## config.mk

```make
export PLATFORM = sky130hd
export DESIGN_NAME = framed_threshold_command_parser
export DESIGN_NICKNAME = d
export VERILOG_FILES = /design/src/design/ftcp_pkg.sv /design/src/design/framed_threshold_command_parser.sv /design/src/design/ftcp_table_mem.sv /design/src/design/ftcp_frame_rx.sv
export SDC_FILE = /design/constraint.sdc
export NUM_CORES = 2
export LEC_CHECK = 0
export BUFFER_PORTS_ARGS = -buffer_cell sky130_fd_sc_hd__buf_2
export CELL_PAD_IN_SITES_DETAIL_PLACEMENT = 0
export CELL_PAD_IN_SITES_GLOBAL_PLACEMENT = 2
export CORE_AREA = 2 2 438 440
export CTS_CLUSTER_DIAMETER = 40
export DETAILED_ROUTE_END_ITERATION = 8
export DIE_AREA = 0 0 440 442
export PLACE_DENSITY = 0.59
export SLEW_MARGIN = 20
export SYNTH_ARGS = -nofsm -noshare
export SYNTH_HDL_FRONTEND = slang
export SYNTH_SLANG_ARGS = --single-unit
```

## constraint.sdc

```tcl
create_clock -name clk_i -period 6.2 [get_ports clk_i]
set_input_delay 0.93 -clock clk_i [delete_from_list [all_inputs] [get_ports clk_i]]
set_output_delay 0.93 -clock clk_i [all_outputs]
set_load 0.01 [all_outputs]
```

## src/design/ftcp_pkg.sv

```systemverilog
// Shared types, codes and the CRC step for the framed threshold command parser.
`timescale 1ns / 1ps

package ftcp_pkg;

  localparam int unsigned DefaultChannelCount = 24;
  // Channel index width covers the full channel-count range (up to 63)
  localparam int unsigned ChIdxW = 6;
  // Frame size arithmetic: length byte plus the fixed 8 bytes of overhead
  localparam int unsigned FrameSizeW = 9;

  localparam logic [15:0] CrcInit = 16'hFFFF;
  localparam logic [15:0] CrcPoly = 16'h1021;

  localparam logic [7:0] MagicA       = 8'h4D;
  localparam logic [7:0] MagicB       = 8'h4B;
  localparam logic [7:0] FrameVersion = 8'h03;
  localparam logic [7:0] FrameType    = 8'h10;

  localparam logic [7:0] CmdSet   = 8'h01;
  localparam logic [7:0] CmdGet   = 8'h02;
  localparam logic [7:0] CmdSave  = 8'h03;
  localparam logic [7:0] CmdReset = 8'h04;

  localparam logic [2:0] StOk          = 3'd0;
  localparam logic [2:0] StBadLen      = 3'd1;
  localparam logic [2:0] StNoData      = 3'd2;
  localparam logic [2:0] StSaveFail    = 3'd3;
  localparam logic [2:0] StUnsupported = 3'd4;
  localparam logic [2:0] StUnknown     = 3'd5;

  localparam logic OpcByte   = 1'b0;
  localparam logic OpcLookup = 1'b1;
  localparam logic KindAck    = 1'b0;
  localparam logic KindLookup = 1'b1;

  // Register index bit of paddr (registers at 4*i)
  localparam logic CfgIdxSave = 1'b0;

  // Threshold word write from the frame receiver
  typedef struct packed {
    logic              en;
    logic [ChIdxW-1:0] ch;
    logic [31:0]       data;   // {release, press}
  } tbl_wr_t;

  // Completed, checked frame
  typedef struct packed {
    logic       done;
    logic [7:0] cmd;
    logic       len_ok;
  } frm_t;

  // Result beat payload, last field in the low bits
  typedef struct packed {
    logic [15:0] release_level;
    logic [15:0] press_level;
    logic        lookup_found;
    logic        erase_request;
    logic        save_request;
    logic [2:0]  ack_code;
    logic [7:0]  ack_command;
  } res_t;

  function automatic logic [15:0] crc_upd(input logic [15:0] crc, input logic [7:0] b);
    logic [15:0] c;
    c = crc ^ {b, 8'h00};
    for (int k = 0; k < 8; k++) begin
      c = c[15] ? ((c << 1) ^ CrcPoly) : (c << 1);
    end
    return c;
  endfunction

endpackage

```

## src/design/framed_threshold_command_parser.sv

```systemverilog
// Top level: stream ports, command execution, lookup path, config register.
`timescale 1ns / 1ps

// Link bytes (opcode 0) are taken when ready; a frame ending with good CRC,
// version and type loads its acknowledgement beat in that same cycle. A lookup
// (opcode 1) waits in pend_q for the registered table read, then loads the
// output register. The memory has two banks: payload words of every frame go
// into the idle bank as they arrive, and a good Set command flips the active
// bank, so no copy pass follows a frame. A new beat is taken while the output
// register holds a result only if that result leaves in the same cycle. No
// clearing pass runs after reset; lookups answer not-found until a Set.
module framed_threshold_command_parser import ftcp_pkg::*; #(
  parameter int unsigned ChannelCount = DefaultChannelCount
) (
  input  logic        clk_i,
  input  logic        rst_ni,
  input  logic        s_axis_tvalid_i,
  output logic        s_axis_tready_o,
  input  logic [15:0] s_axis_tdata_i,   // rx_byte [7:0], channel [15:8]
  input  logic [0:0]  s_axis_tuser_i,   // opcode [0]
  output logic        m_axis_tvalid_o,
  input  logic        m_axis_tready_i,
  // ack_command [7:0], ack_code [10:8], save_request [11], erase_request [12],
  // lookup_found [13], press_level [29:14], release_level [45:30], zero [47:46]
  output logic [47:0] m_axis_tdata_o,
  output logic [0:0]  m_axis_tuser_o,   // result_kind [0]
  input  logic        psel_i,
  input  logic        penable_i,
  input  logic        pwrite_i,
  input  logic [2:0]  paddr_i,
  input  logic [31:0] pwdata_i,
  output logic [31:0] prdata_o,
  output logic        pready_o
);

  localparam int unsigned Depth = 2 * ChannelCount;
  localparam int unsigned AddrW = $clog2(Depth);

  logic    save_sup_q;
  logic    tvalid_q;
  logic    kind_q;
  res_t    res_q, res_d;
  logic    pend_q, pend_found_q;
  logic    tvalid_d, kind_d;
  logic    bank_q, bank_d;
  logic    valid_q, valid_d;

  logic        accept, acc_byte, acc_lookup, ch_in_range;
  logic [7:0]  rx_byte, channel;
  tbl_wr_t     wr;
  frm_t        frm;
  logic [FrameSizeW-1:0] raddr_w, waddr_w;
  logic [31:0] rdata;

  assign rx_byte = s_axis_tdata_i[7:0];
  assign channel = s_axis_tdata_i[15:8];

  assign s_axis_tready_o = !pend_q && (!tvalid_q || m_axis_tready_i);
  assign accept     = s_axis_tvalid_i && s_axis_tready_o;
  assign acc_byte   = accept && (s_axis_tuser_i[0] == OpcByte);
  assign acc_lookup = accept && (s_axis_tuser_i[0] == OpcLookup);
  assign ch_in_range = (channel < 8'(ChannelCount));

  ftcp_frame_rx #(
    .ChannelCount(ChannelCount)
  ) u_rx (
    .clk_i       (clk_i),
    .rst_ni      (rst_ni),
    .byte_valid_i(acc_byte),
    .byte_i      (rx_byte),
    .wr_o        (wr),
    .frm_o       (frm)
  );

  // Bank b holds entries b*ChannelCount .. b*ChannelCount+ChannelCount-1
  assign raddr_w = FrameSizeW'(channel) + (bank_q ? FrameSizeW'(ChannelCount) : '0);
  assign waddr_w = FrameSizeW'(wr.ch) + (bank_q ? '0 : FrameSizeW'(ChannelCount));

  ftcp_table_mem #(
    .Depth(Depth),
    .AddrW(AddrW)
  ) u_mem (
    .clk_i  (clk_i),
    .we_i   (wr.en),
    .waddr_i(waddr_w[AddrW-1:0]),
    .wdata_i(wr.data),
    .raddr_i(raddr_w[AddrW-1:0]),
    .rdata_o(rdata)
  );

  always_comb begin
    res_d    = res_q;
    kind_d   = kind_q;
    tvalid_d = tvalid_q && !m_axis_tready_i;
    bank_d   = bank_q;
    valid_d  = valid_q;
    if (pend_q) begin
      tvalid_d = 1'b1;
      kind_d   = KindLookup;
      res_d    = '0;
      if (pend_found_q) begin
        res_d.lookup_found  = 1'b1;
        res_d.press_level   = rdata[15:0];
        res_d.release_level = rdata[31:16];
      end
    end else if (frm.done) begin
      tvalid_d          = 1'b1;
      kind_d            = KindAck;
      res_d             = '0;
      res_d.ack_command = frm.cmd;
      unique case (frm.cmd)
        CmdSet: begin
          if (frm.len_ok) begin
            bank_d  = !bank_q;
            valid_d = 1'b1;
            res_d.ack_code = StOk;
          end else begin
            res_d.ack_code = StBadLen;
          end
        end
        CmdSave: begin
          if (!valid_q) begin
            res_d.ack_code = StNoData;
          end else if (save_sup_q) begin
            res_d.ack_code     = StOk;
            res_d.save_request = 1'b1;
          end else begin
            res_d.ack_code = StSaveFail;
          end
        end
        CmdReset: begin
          valid_d             = 1'b0;
          res_d.ack_code      = StOk;
          res_d.erase_request = save_sup_q;
        end
        CmdGet: begin
          res_d.ack_code = StUnsupported;
        end
        default: begin
          res_d.ack_code = StUnknown;
        end
      endcase
    end
  end

  always_ff @(posedge clk_i or negedge rst_ni) begin
    if (!rst_ni) begin
      tvalid_q     <= 1'b0;
      pend_q       <= 1'b0;
      pend_found_q <= 1'b0;
      bank_q       <= 1'b0;
      valid_q      <= 1'b0;
      save_sup_q   <= 1'b1;
    end else begin
      tvalid_q     <= tvalid_d;
      pend_q       <= acc_lookup;
      pend_found_q <= acc_lookup && valid_q && ch_in_range;
      bank_q       <= bank_d;
      valid_q      <= valid_d;
      if (psel_i && penable_i && pwrite_i && paddr_i[2] == CfgIdxSave) begin
        save_sup_q <= pwdata_i[0];
      end
    end
  end

  always_ff @(posedge clk_i) begin
    res_q  <= res_d;
    kind_q <= kind_d;
  end

  assign m_axis_tvalid_o = tvalid_q;
  assign m_axis_tdata_o  = {2'b00, res_q};
  assign m_axis_tuser_o  = kind_q;

  assign pready_o = 1'b1;
  assign prdata_o = (paddr_i[2] == CfgIdxSave) ? {31'd0, save_sup_q} : 32'd0;

`ifndef SYNTH
  // A lookup read always turns into a lookup beat in the following cycle
  a_lookup_beat: assert property (@(posedge clk_i) disable iff (!rst_ni)
    pend_q |=> (tvalid_q && kind_q == KindLookup))
    else $error("lookup read did not produce a lookup beat");

  // No new beat is taken while the table read is outstanding
  a_no_accept_pend: assert property (@(posedge clk_i) disable iff (!rst_ni)
    pend_q |-> !s_axis_tready_o)
    else $error("input accepted during table read");

  // Table becomes valid only through a checked Set frame
  a_valid_by_set: assert property (@(posedge clk_i) disable iff (!rst_ni)
    $rose(valid_q) |-> $past(frm.done && frm.cmd == CmdSet && frm.len_ok))
    else $error("thresholds became valid without a good Set frame");

  // Active bank flips only together with a valid table
  a_bank_flip: assert property (@(posedge clk_i) disable iff (!rst_ni)
    (bank_q != $past(bank_q)) |-> valid_q)
    else $error("bank flipped without a valid table");
`endif

endmodule

```

## src/design/ftcp_table_mem.sv

```systemverilog
// Threshold table memory: one write port, one registered read port.
`timescale 1ns / 1ps

module ftcp_table_mem import ftcp_pkg::*; #(
  parameter int unsigned Depth = 2 * DefaultChannelCount,
  parameter int unsigned AddrW = $clog2(2 * DefaultChannelCount)
) (
  input  logic             clk_i,
  input  logic             we_i,
  input  logic [AddrW-1:0] waddr_i,
  input  logic [31:0]      wdata_i,
  input  logic [AddrW-1:0] raddr_i,
  output logic [31:0]      rdata_o
);

  logic [31:0] mem_q [Depth];
  logic [31:0] rdata_q;

  always_ff @(posedge clk_i) begin
    if (we_i) begin
      mem_q[waddr_i] <= wdata_i;
    end
  end

  always_ff @(posedge clk_i) begin
    rdata_q <= mem_q[raddr_i];
  end

  assign rdata_o = rdata_q;

endmodule

```

## src/design/ftcp_frame_rx.sv

```systemverilog
// Frame receiver: magic resync, header capture, CRC check, payload word assembly.
`timescale 1ns / 1ps

module ftcp_frame_rx import ftcp_pkg::*; #(
  parameter int unsigned ChannelCount = DefaultChannelCount
) (
  input  logic       clk_i,
  input  logic       rst_ni,
  input  logic       byte_valid_i,
  input  logic [7:0] byte_i,
  output tbl_wr_t    wr_o,
  output frm_t       frm_o
);

  localparam int unsigned PayloadBytes = 4 * ChannelCount;
  localparam int unsigned BufSize      = PayloadBytes + 8;
  localparam int unsigned HeldW        = $clog2(BufSize + 1);

  logic [HeldW-1:0] held_q, held_d;
  logic [15:0]      crc_q, crc_d;
  logic [7:0]       ver_q, typ_q, cmd_q, len_q, crc_lo_q;
  logic [23:0]      asm_q;

  logic [FrameSizeW-1:0] pos, total, off, total_new;
  logic                  in_payload, last_byte, frame_ok;
  logic [15:0]           crc_next;

  assign pos       = FrameSizeW'(held_q);
  assign total     = FrameSizeW'(len_q) + FrameSizeW'(8);
  assign total_new = FrameSizeW'(byte_i) + FrameSizeW'(8);
  assign off       = pos - FrameSizeW'(6);
  assign crc_next  = crc_upd(crc_q, byte_i);

  assign in_payload = (pos >= FrameSizeW'(6)) && (pos < total - FrameSizeW'(2));
  assign last_byte  = (pos >= FrameSizeW'(6)) && (pos + FrameSizeW'(1) == total);
  assign frame_ok   = (ver_q == FrameVersion) && (typ_q == FrameType) &&
                      ({byte_i, crc_lo_q} == crc_q);

  always_comb begin
    held_d = held_q;
    crc_d  = crc_q;
    if (byte_valid_i) begin
      if (pos == FrameSizeW'(0)) begin
        if (byte_i == MagicA) begin
          held_d = HeldW'(1);
          crc_d  = crc_upd(CrcInit, byte_i);
        end
      end else if (pos == FrameSizeW'(1)) begin
        if (byte_i == MagicB) begin
          held_d = HeldW'(2);
          crc_d  = crc_next;
        end else if (byte_i == MagicA) begin
          // lost second magic, this byte opens a new search
          held_d = HeldW'(1);
          crc_d  = crc_upd(CrcInit, byte_i);
        end else begin
          held_d = '0;
          crc_d  = CrcInit;
        end
      end else if (pos < FrameSizeW'(6)) begin
        held_d = HeldW'(pos + FrameSizeW'(1));
        crc_d  = crc_next;
        if (pos == FrameSizeW'(5) && total_new > FrameSizeW'(BufSize)) begin
          held_d = '0;
          crc_d  = CrcInit;
        end
      end else if (last_byte) begin
        held_d = '0;
        crc_d  = CrcInit;
      end else begin
        held_d = HeldW'(pos + FrameSizeW'(1));
        if (in_payload) begin
          crc_d = crc_next;
        end
      end
    end
  end

  always_ff @(posedge clk_i or negedge rst_ni) begin
    if (!rst_ni) begin
      held_q <= '0;
      crc_q  <= CrcInit;
    end else begin
      held_q <= held_d;
      crc_q  <= crc_d;
    end
  end

  // Header, CRC low byte and partial payload word
  always_ff @(posedge clk_i) begin
    if (byte_valid_i) begin
      if (pos == FrameSizeW'(2)) ver_q <= byte_i;
      if (pos == FrameSizeW'(3)) typ_q <= byte_i;
      if (pos == FrameSizeW'(4)) cmd_q <= byte_i;
      if (pos == FrameSizeW'(5)) len_q <= byte_i;
      if (pos >= FrameSizeW'(6) && pos == total - FrameSizeW'(2)) crc_lo_q <= byte_i;
      if (in_payload && off[1:0] != 2'd3) asm_q[8*off[1:0] +: 8] <= byte_i;
    end
  end

  assign wr_o.en   = byte_valid_i && in_payload && (off < FrameSizeW'(PayloadBytes)) &&
                     (off[1:0] == 2'd3);
  assign wr_o.ch   = off[ChIdxW+1:2];
  assign wr_o.data = {byte_i, asm_q};

  assign frm_o.done   = byte_valid_i && last_byte && frame_ok;
  assign frm_o.cmd    = cmd_q;
  assign frm_o.len_ok = (FrameSizeW'(len_q) == FrameSizeW'(PayloadBytes));

endmodule
```

==> summary.md <==
| Metric | Value |
|---|---|
| FF+latch count, synth | between 1,500 and 2,000 |
| Worst-path maximum fanout | 20 |
| Clock root cell | clkbuf_16 |
| DR vias | 30,500 |
| Final Max Slew Viols | 0 |
| Clock transition at path regs | 0.06 ns |
| Vias in the first global route | 32,600 |
| Area of the multi-input gates | 14,900 um2 |
| Reg-to-reg endpoint | u_mem.mem_q[16][5] |
| Io pins | 143 |
| Num CTS Buffers | 218 |
| Reg2reg start | u_rx.held_q[2] |
| Placed Cells | 5,483 |
| Worst skew pair latency | between 0.8 and 0.9 ns |
| Reg2reg path depth | 10 |
| Wirelength, routed | 166 mm |
| CP Capture Type | flip-flop |
| Asr flop ratio synth | roughly 1.7% |
| Post-synthesis sequential area ratio | 76.8% |
| Worst path required time | 6.71 ns |
| EDFF count, synth | roughly 1,600 |
| Max-cap violations | 0 |
| Most frequent cells in the layout | 1,633 x edfxtp_1, 480 x mux4_2, 220 x clkbuf_16, 86 x buf_4 |
| DRT Pass-1 Iters | 7 |
| Worst clock skew | around 0.047 ns |
| Post-CTS Setup Bufs | 0 |
| Max transition margin | 29.6% |
| Fillers | 16,400 |
| Clock Path Buffers | 3 |
| I/O Buffers | 75 |
| PwrDens | between 300 and 400 nW/um2 |
| Starting Density | approximately a third |
| CTS tree | yes |
| Max IR drop VDD | 0.305 mV |
| Gr ovfl total | 0 |
| Core area | ~190,000 um2 |
| Syn Inst Count | a little under 3,000 |
| Post-synth top flop | edfxtp_1 |
| Fin Hold WS | 0.185 ns |
| Total global-route track usage | 17.2% |
| Wire per inst | 28.2 um |
| R2r setup slk | 1.51 ns |
| Setup TNS | 0 ns |
| Row count | 160 |
| Vias/cell | slightly above 5 |
| Register area | 50,700 um2 |
| Layout cell share with drive strength beyond 1 | about 33% |
| Post-CTS sizing | 0 |
| H-tree lvl count | 4 |
| RSZ-0062 raised after global routing | false |
| Leak | ~0.025 uW |
| Hold Crit Class | in2async |
| Final Net Count | approximately 3,300 |
| Status | complete, no violations |
| Worst slew pin tran | 1.05 ns |
| Post-synthesis cell area | 66,000 um2 |
| Area after DPL | 70,500 um2 |
| Dpl hpwl | 97.9 mm |
| Period Utilization, post-route | 75.7% |
| Area growth syn-to-layout | 17.9% |
| Synth Area per Inst | 22.6 um2 |
| Achievable clock frequency | ~210 MHz |
| Pwr Total | 27,500 uW |
| Largest net degree at the start of global routing | approximately 100 |
| Layout Cells excl Fill | 5,899 |
| First-pass GRT wire length | 239 mm |
| Die area | 194,000 um2 |
| Most common cell after layout, fill and taps aside | edfxtp_1 |
| Routability congestion estimate | 0.776 |
| Die Span X | 440 um |
| Worst Path Class, Setup | reg2reg |
| DRT antenna net count | 0 |
| Yosys synthesis warning count | 0 |
| CP endpoint | u_mem.mem_q[16][5] |
| Setup-failing EPs final | 0 |
| Min cycle time layout | 4.69 ns |
| Post-CTS Hold Fix Bufs | 0 |
| DIE HEIGHT | 442 um |
| Crit start category | flip-flop |
| Worst Setup SP | u_rx.held_q[2] |
| Cell variety after synth | 71 |
| Post-route cell area | 77,900 um2 |
| DRC | 0 |
| Initial antenna violation count | 6 |
| CP arrival | ~5.2 ns |
| CTS Sinks | 1,708 |
| DR iter-0 viols | 2,894 |
| Final Hold Vio Count | 0 |
flip-flops by register name (all words and copies together) (netlist names), 8 cells and up:
| name | flops |
|---|---|
| u_rx.cmd_q | 8 |
| u_rx.crc_q | 16 |
| m_axis_tdata_o | 46 |
| u_rx.ver_q | 8 |
| u_rx.typ_q | 8 |
| u_rx.len_q | 8 |
| u_rx.crc_lo_q | 8 |
| u_mem.rdata_o | 32 |
| u_mem.mem_q | 1536 |
| u_rx.asm_q | 24 |
worst min path at each step:
stage / from / endpoint / slack [ns] / cells after the start
global route: rst_ni / m_axis_tvalid_o / 0.19 / 1
CTS: rst_ni / u_rx.held_q[1] / 0.15 / 1
global placement: m_axis_tuser_o / m_axis_tuser_o / 0.44 / 1
detailed placement: m_axis_tuser_o / m_axis_tuser_o / 0.44 / 1
floorplan: u_rx.crc_q[8] / u_rx.crc_q[8] / 0.45 / 2
finish: rst_ni / u_rx.held_q[1] / 0.19 / 1
cells by family after synthesis:
logic type,synth area share (%)
multiplexers,16.9
flip-flops,76.8
AND/OR/NAND/NOR,2.41
buffers and inverters,1.47
adder cells (fa/ha/maj),0.421
XOR/XNOR,0.832
other,0.0114
AO/OA/AOI/OAI,1.17
synthesized netlist by cell type (all sizes together) (4+ instances only):
master | number | area, um2
and3 | 40 | 250
ha | 19 | 238
dfstp | 17 | 447
edfxtp | 1633 | 49000
o21ai | 59 | 295
a31oi | 4 | 40.0
a22o | 4 | 35.0
a21o | 6 | 45.0
nor2 | 73 | 284
nand3 | 24 | 135
a21oi | 14 | 85.1
dfxtp | 46 | 921
xor2 | 23 | 209
clkbuf | 79 | 297
nand3b | 15 | 125
xnor2 | 38 | 340
nor4 | 8 | 50.1
and2 | 28 | 178
o22a | 7 | 61.3
nor3 | 14 | 70.1
inv | 19 | 71.3
mux2i | 34 | 340
nand4 | 12 | 75.1
mux4 | 480 | 10800
dfrtp | 12 | 300
nand2b | 5 | 31.3
nand2 | 72 | 270
buf | 100 | 606
power breakdown:
group / switching (uW) / total (uW) / internal [uW]
clock network: 5160 / 12600 / 7410
registers: 127 / 12900 / 12700
logic: 1260 / 2020 / 759
metrics by stage:
step / setup WS, ns / util, %
after global placement: 1.61 / 37.2
after floorplan: 2.06 / -
final: 1.51 / 41.1
after CTS: 1.54 / 41.1
after detailed placement: 1.56 / 37.2
after global routing: 1.23 / 41.1
area by class of cell:
type | instances | share of cell area (%)
antenna | 2 | 0.00643
clock buffer | 244 | 7.18
clock inverter | 170 | 2.34
inverter | 19 | 0.0916
multi-input combinational | 1054 | 19.1
sequential | 1708 | 65.1
tap | 2511 | 4.03
timing repair buffer | 191 | 2.12
routing by layer:
| layer | vias up | track usage [%] | wire length (um) |
|---|---|---|---|
| met2 | 781 | 29.2 | 85200 |
| met3 | 212 | 2.73 | 7120 |
| met4 | 0 | 4.28 | 3410 |
| met5 | - | 0 | 0 |
| met1 | 16600 | 23.1 | 70800 |
| li1 | 12900 | - | - |
critical path, cell delays in order (launching register included):
cell     delay (ns)
dfrtp_1        0.74
ha_1           0.48
nor3_1         0.10
xor2_1         0.18
ha_1           0.22
fa_1           0.41
xor2_1         0.20
nor2_1         0.16
nand3_1        0.59
nor2_4         0.86
buf_4          0.40
No activity file was read; power rests on OpenSTA's default activity.
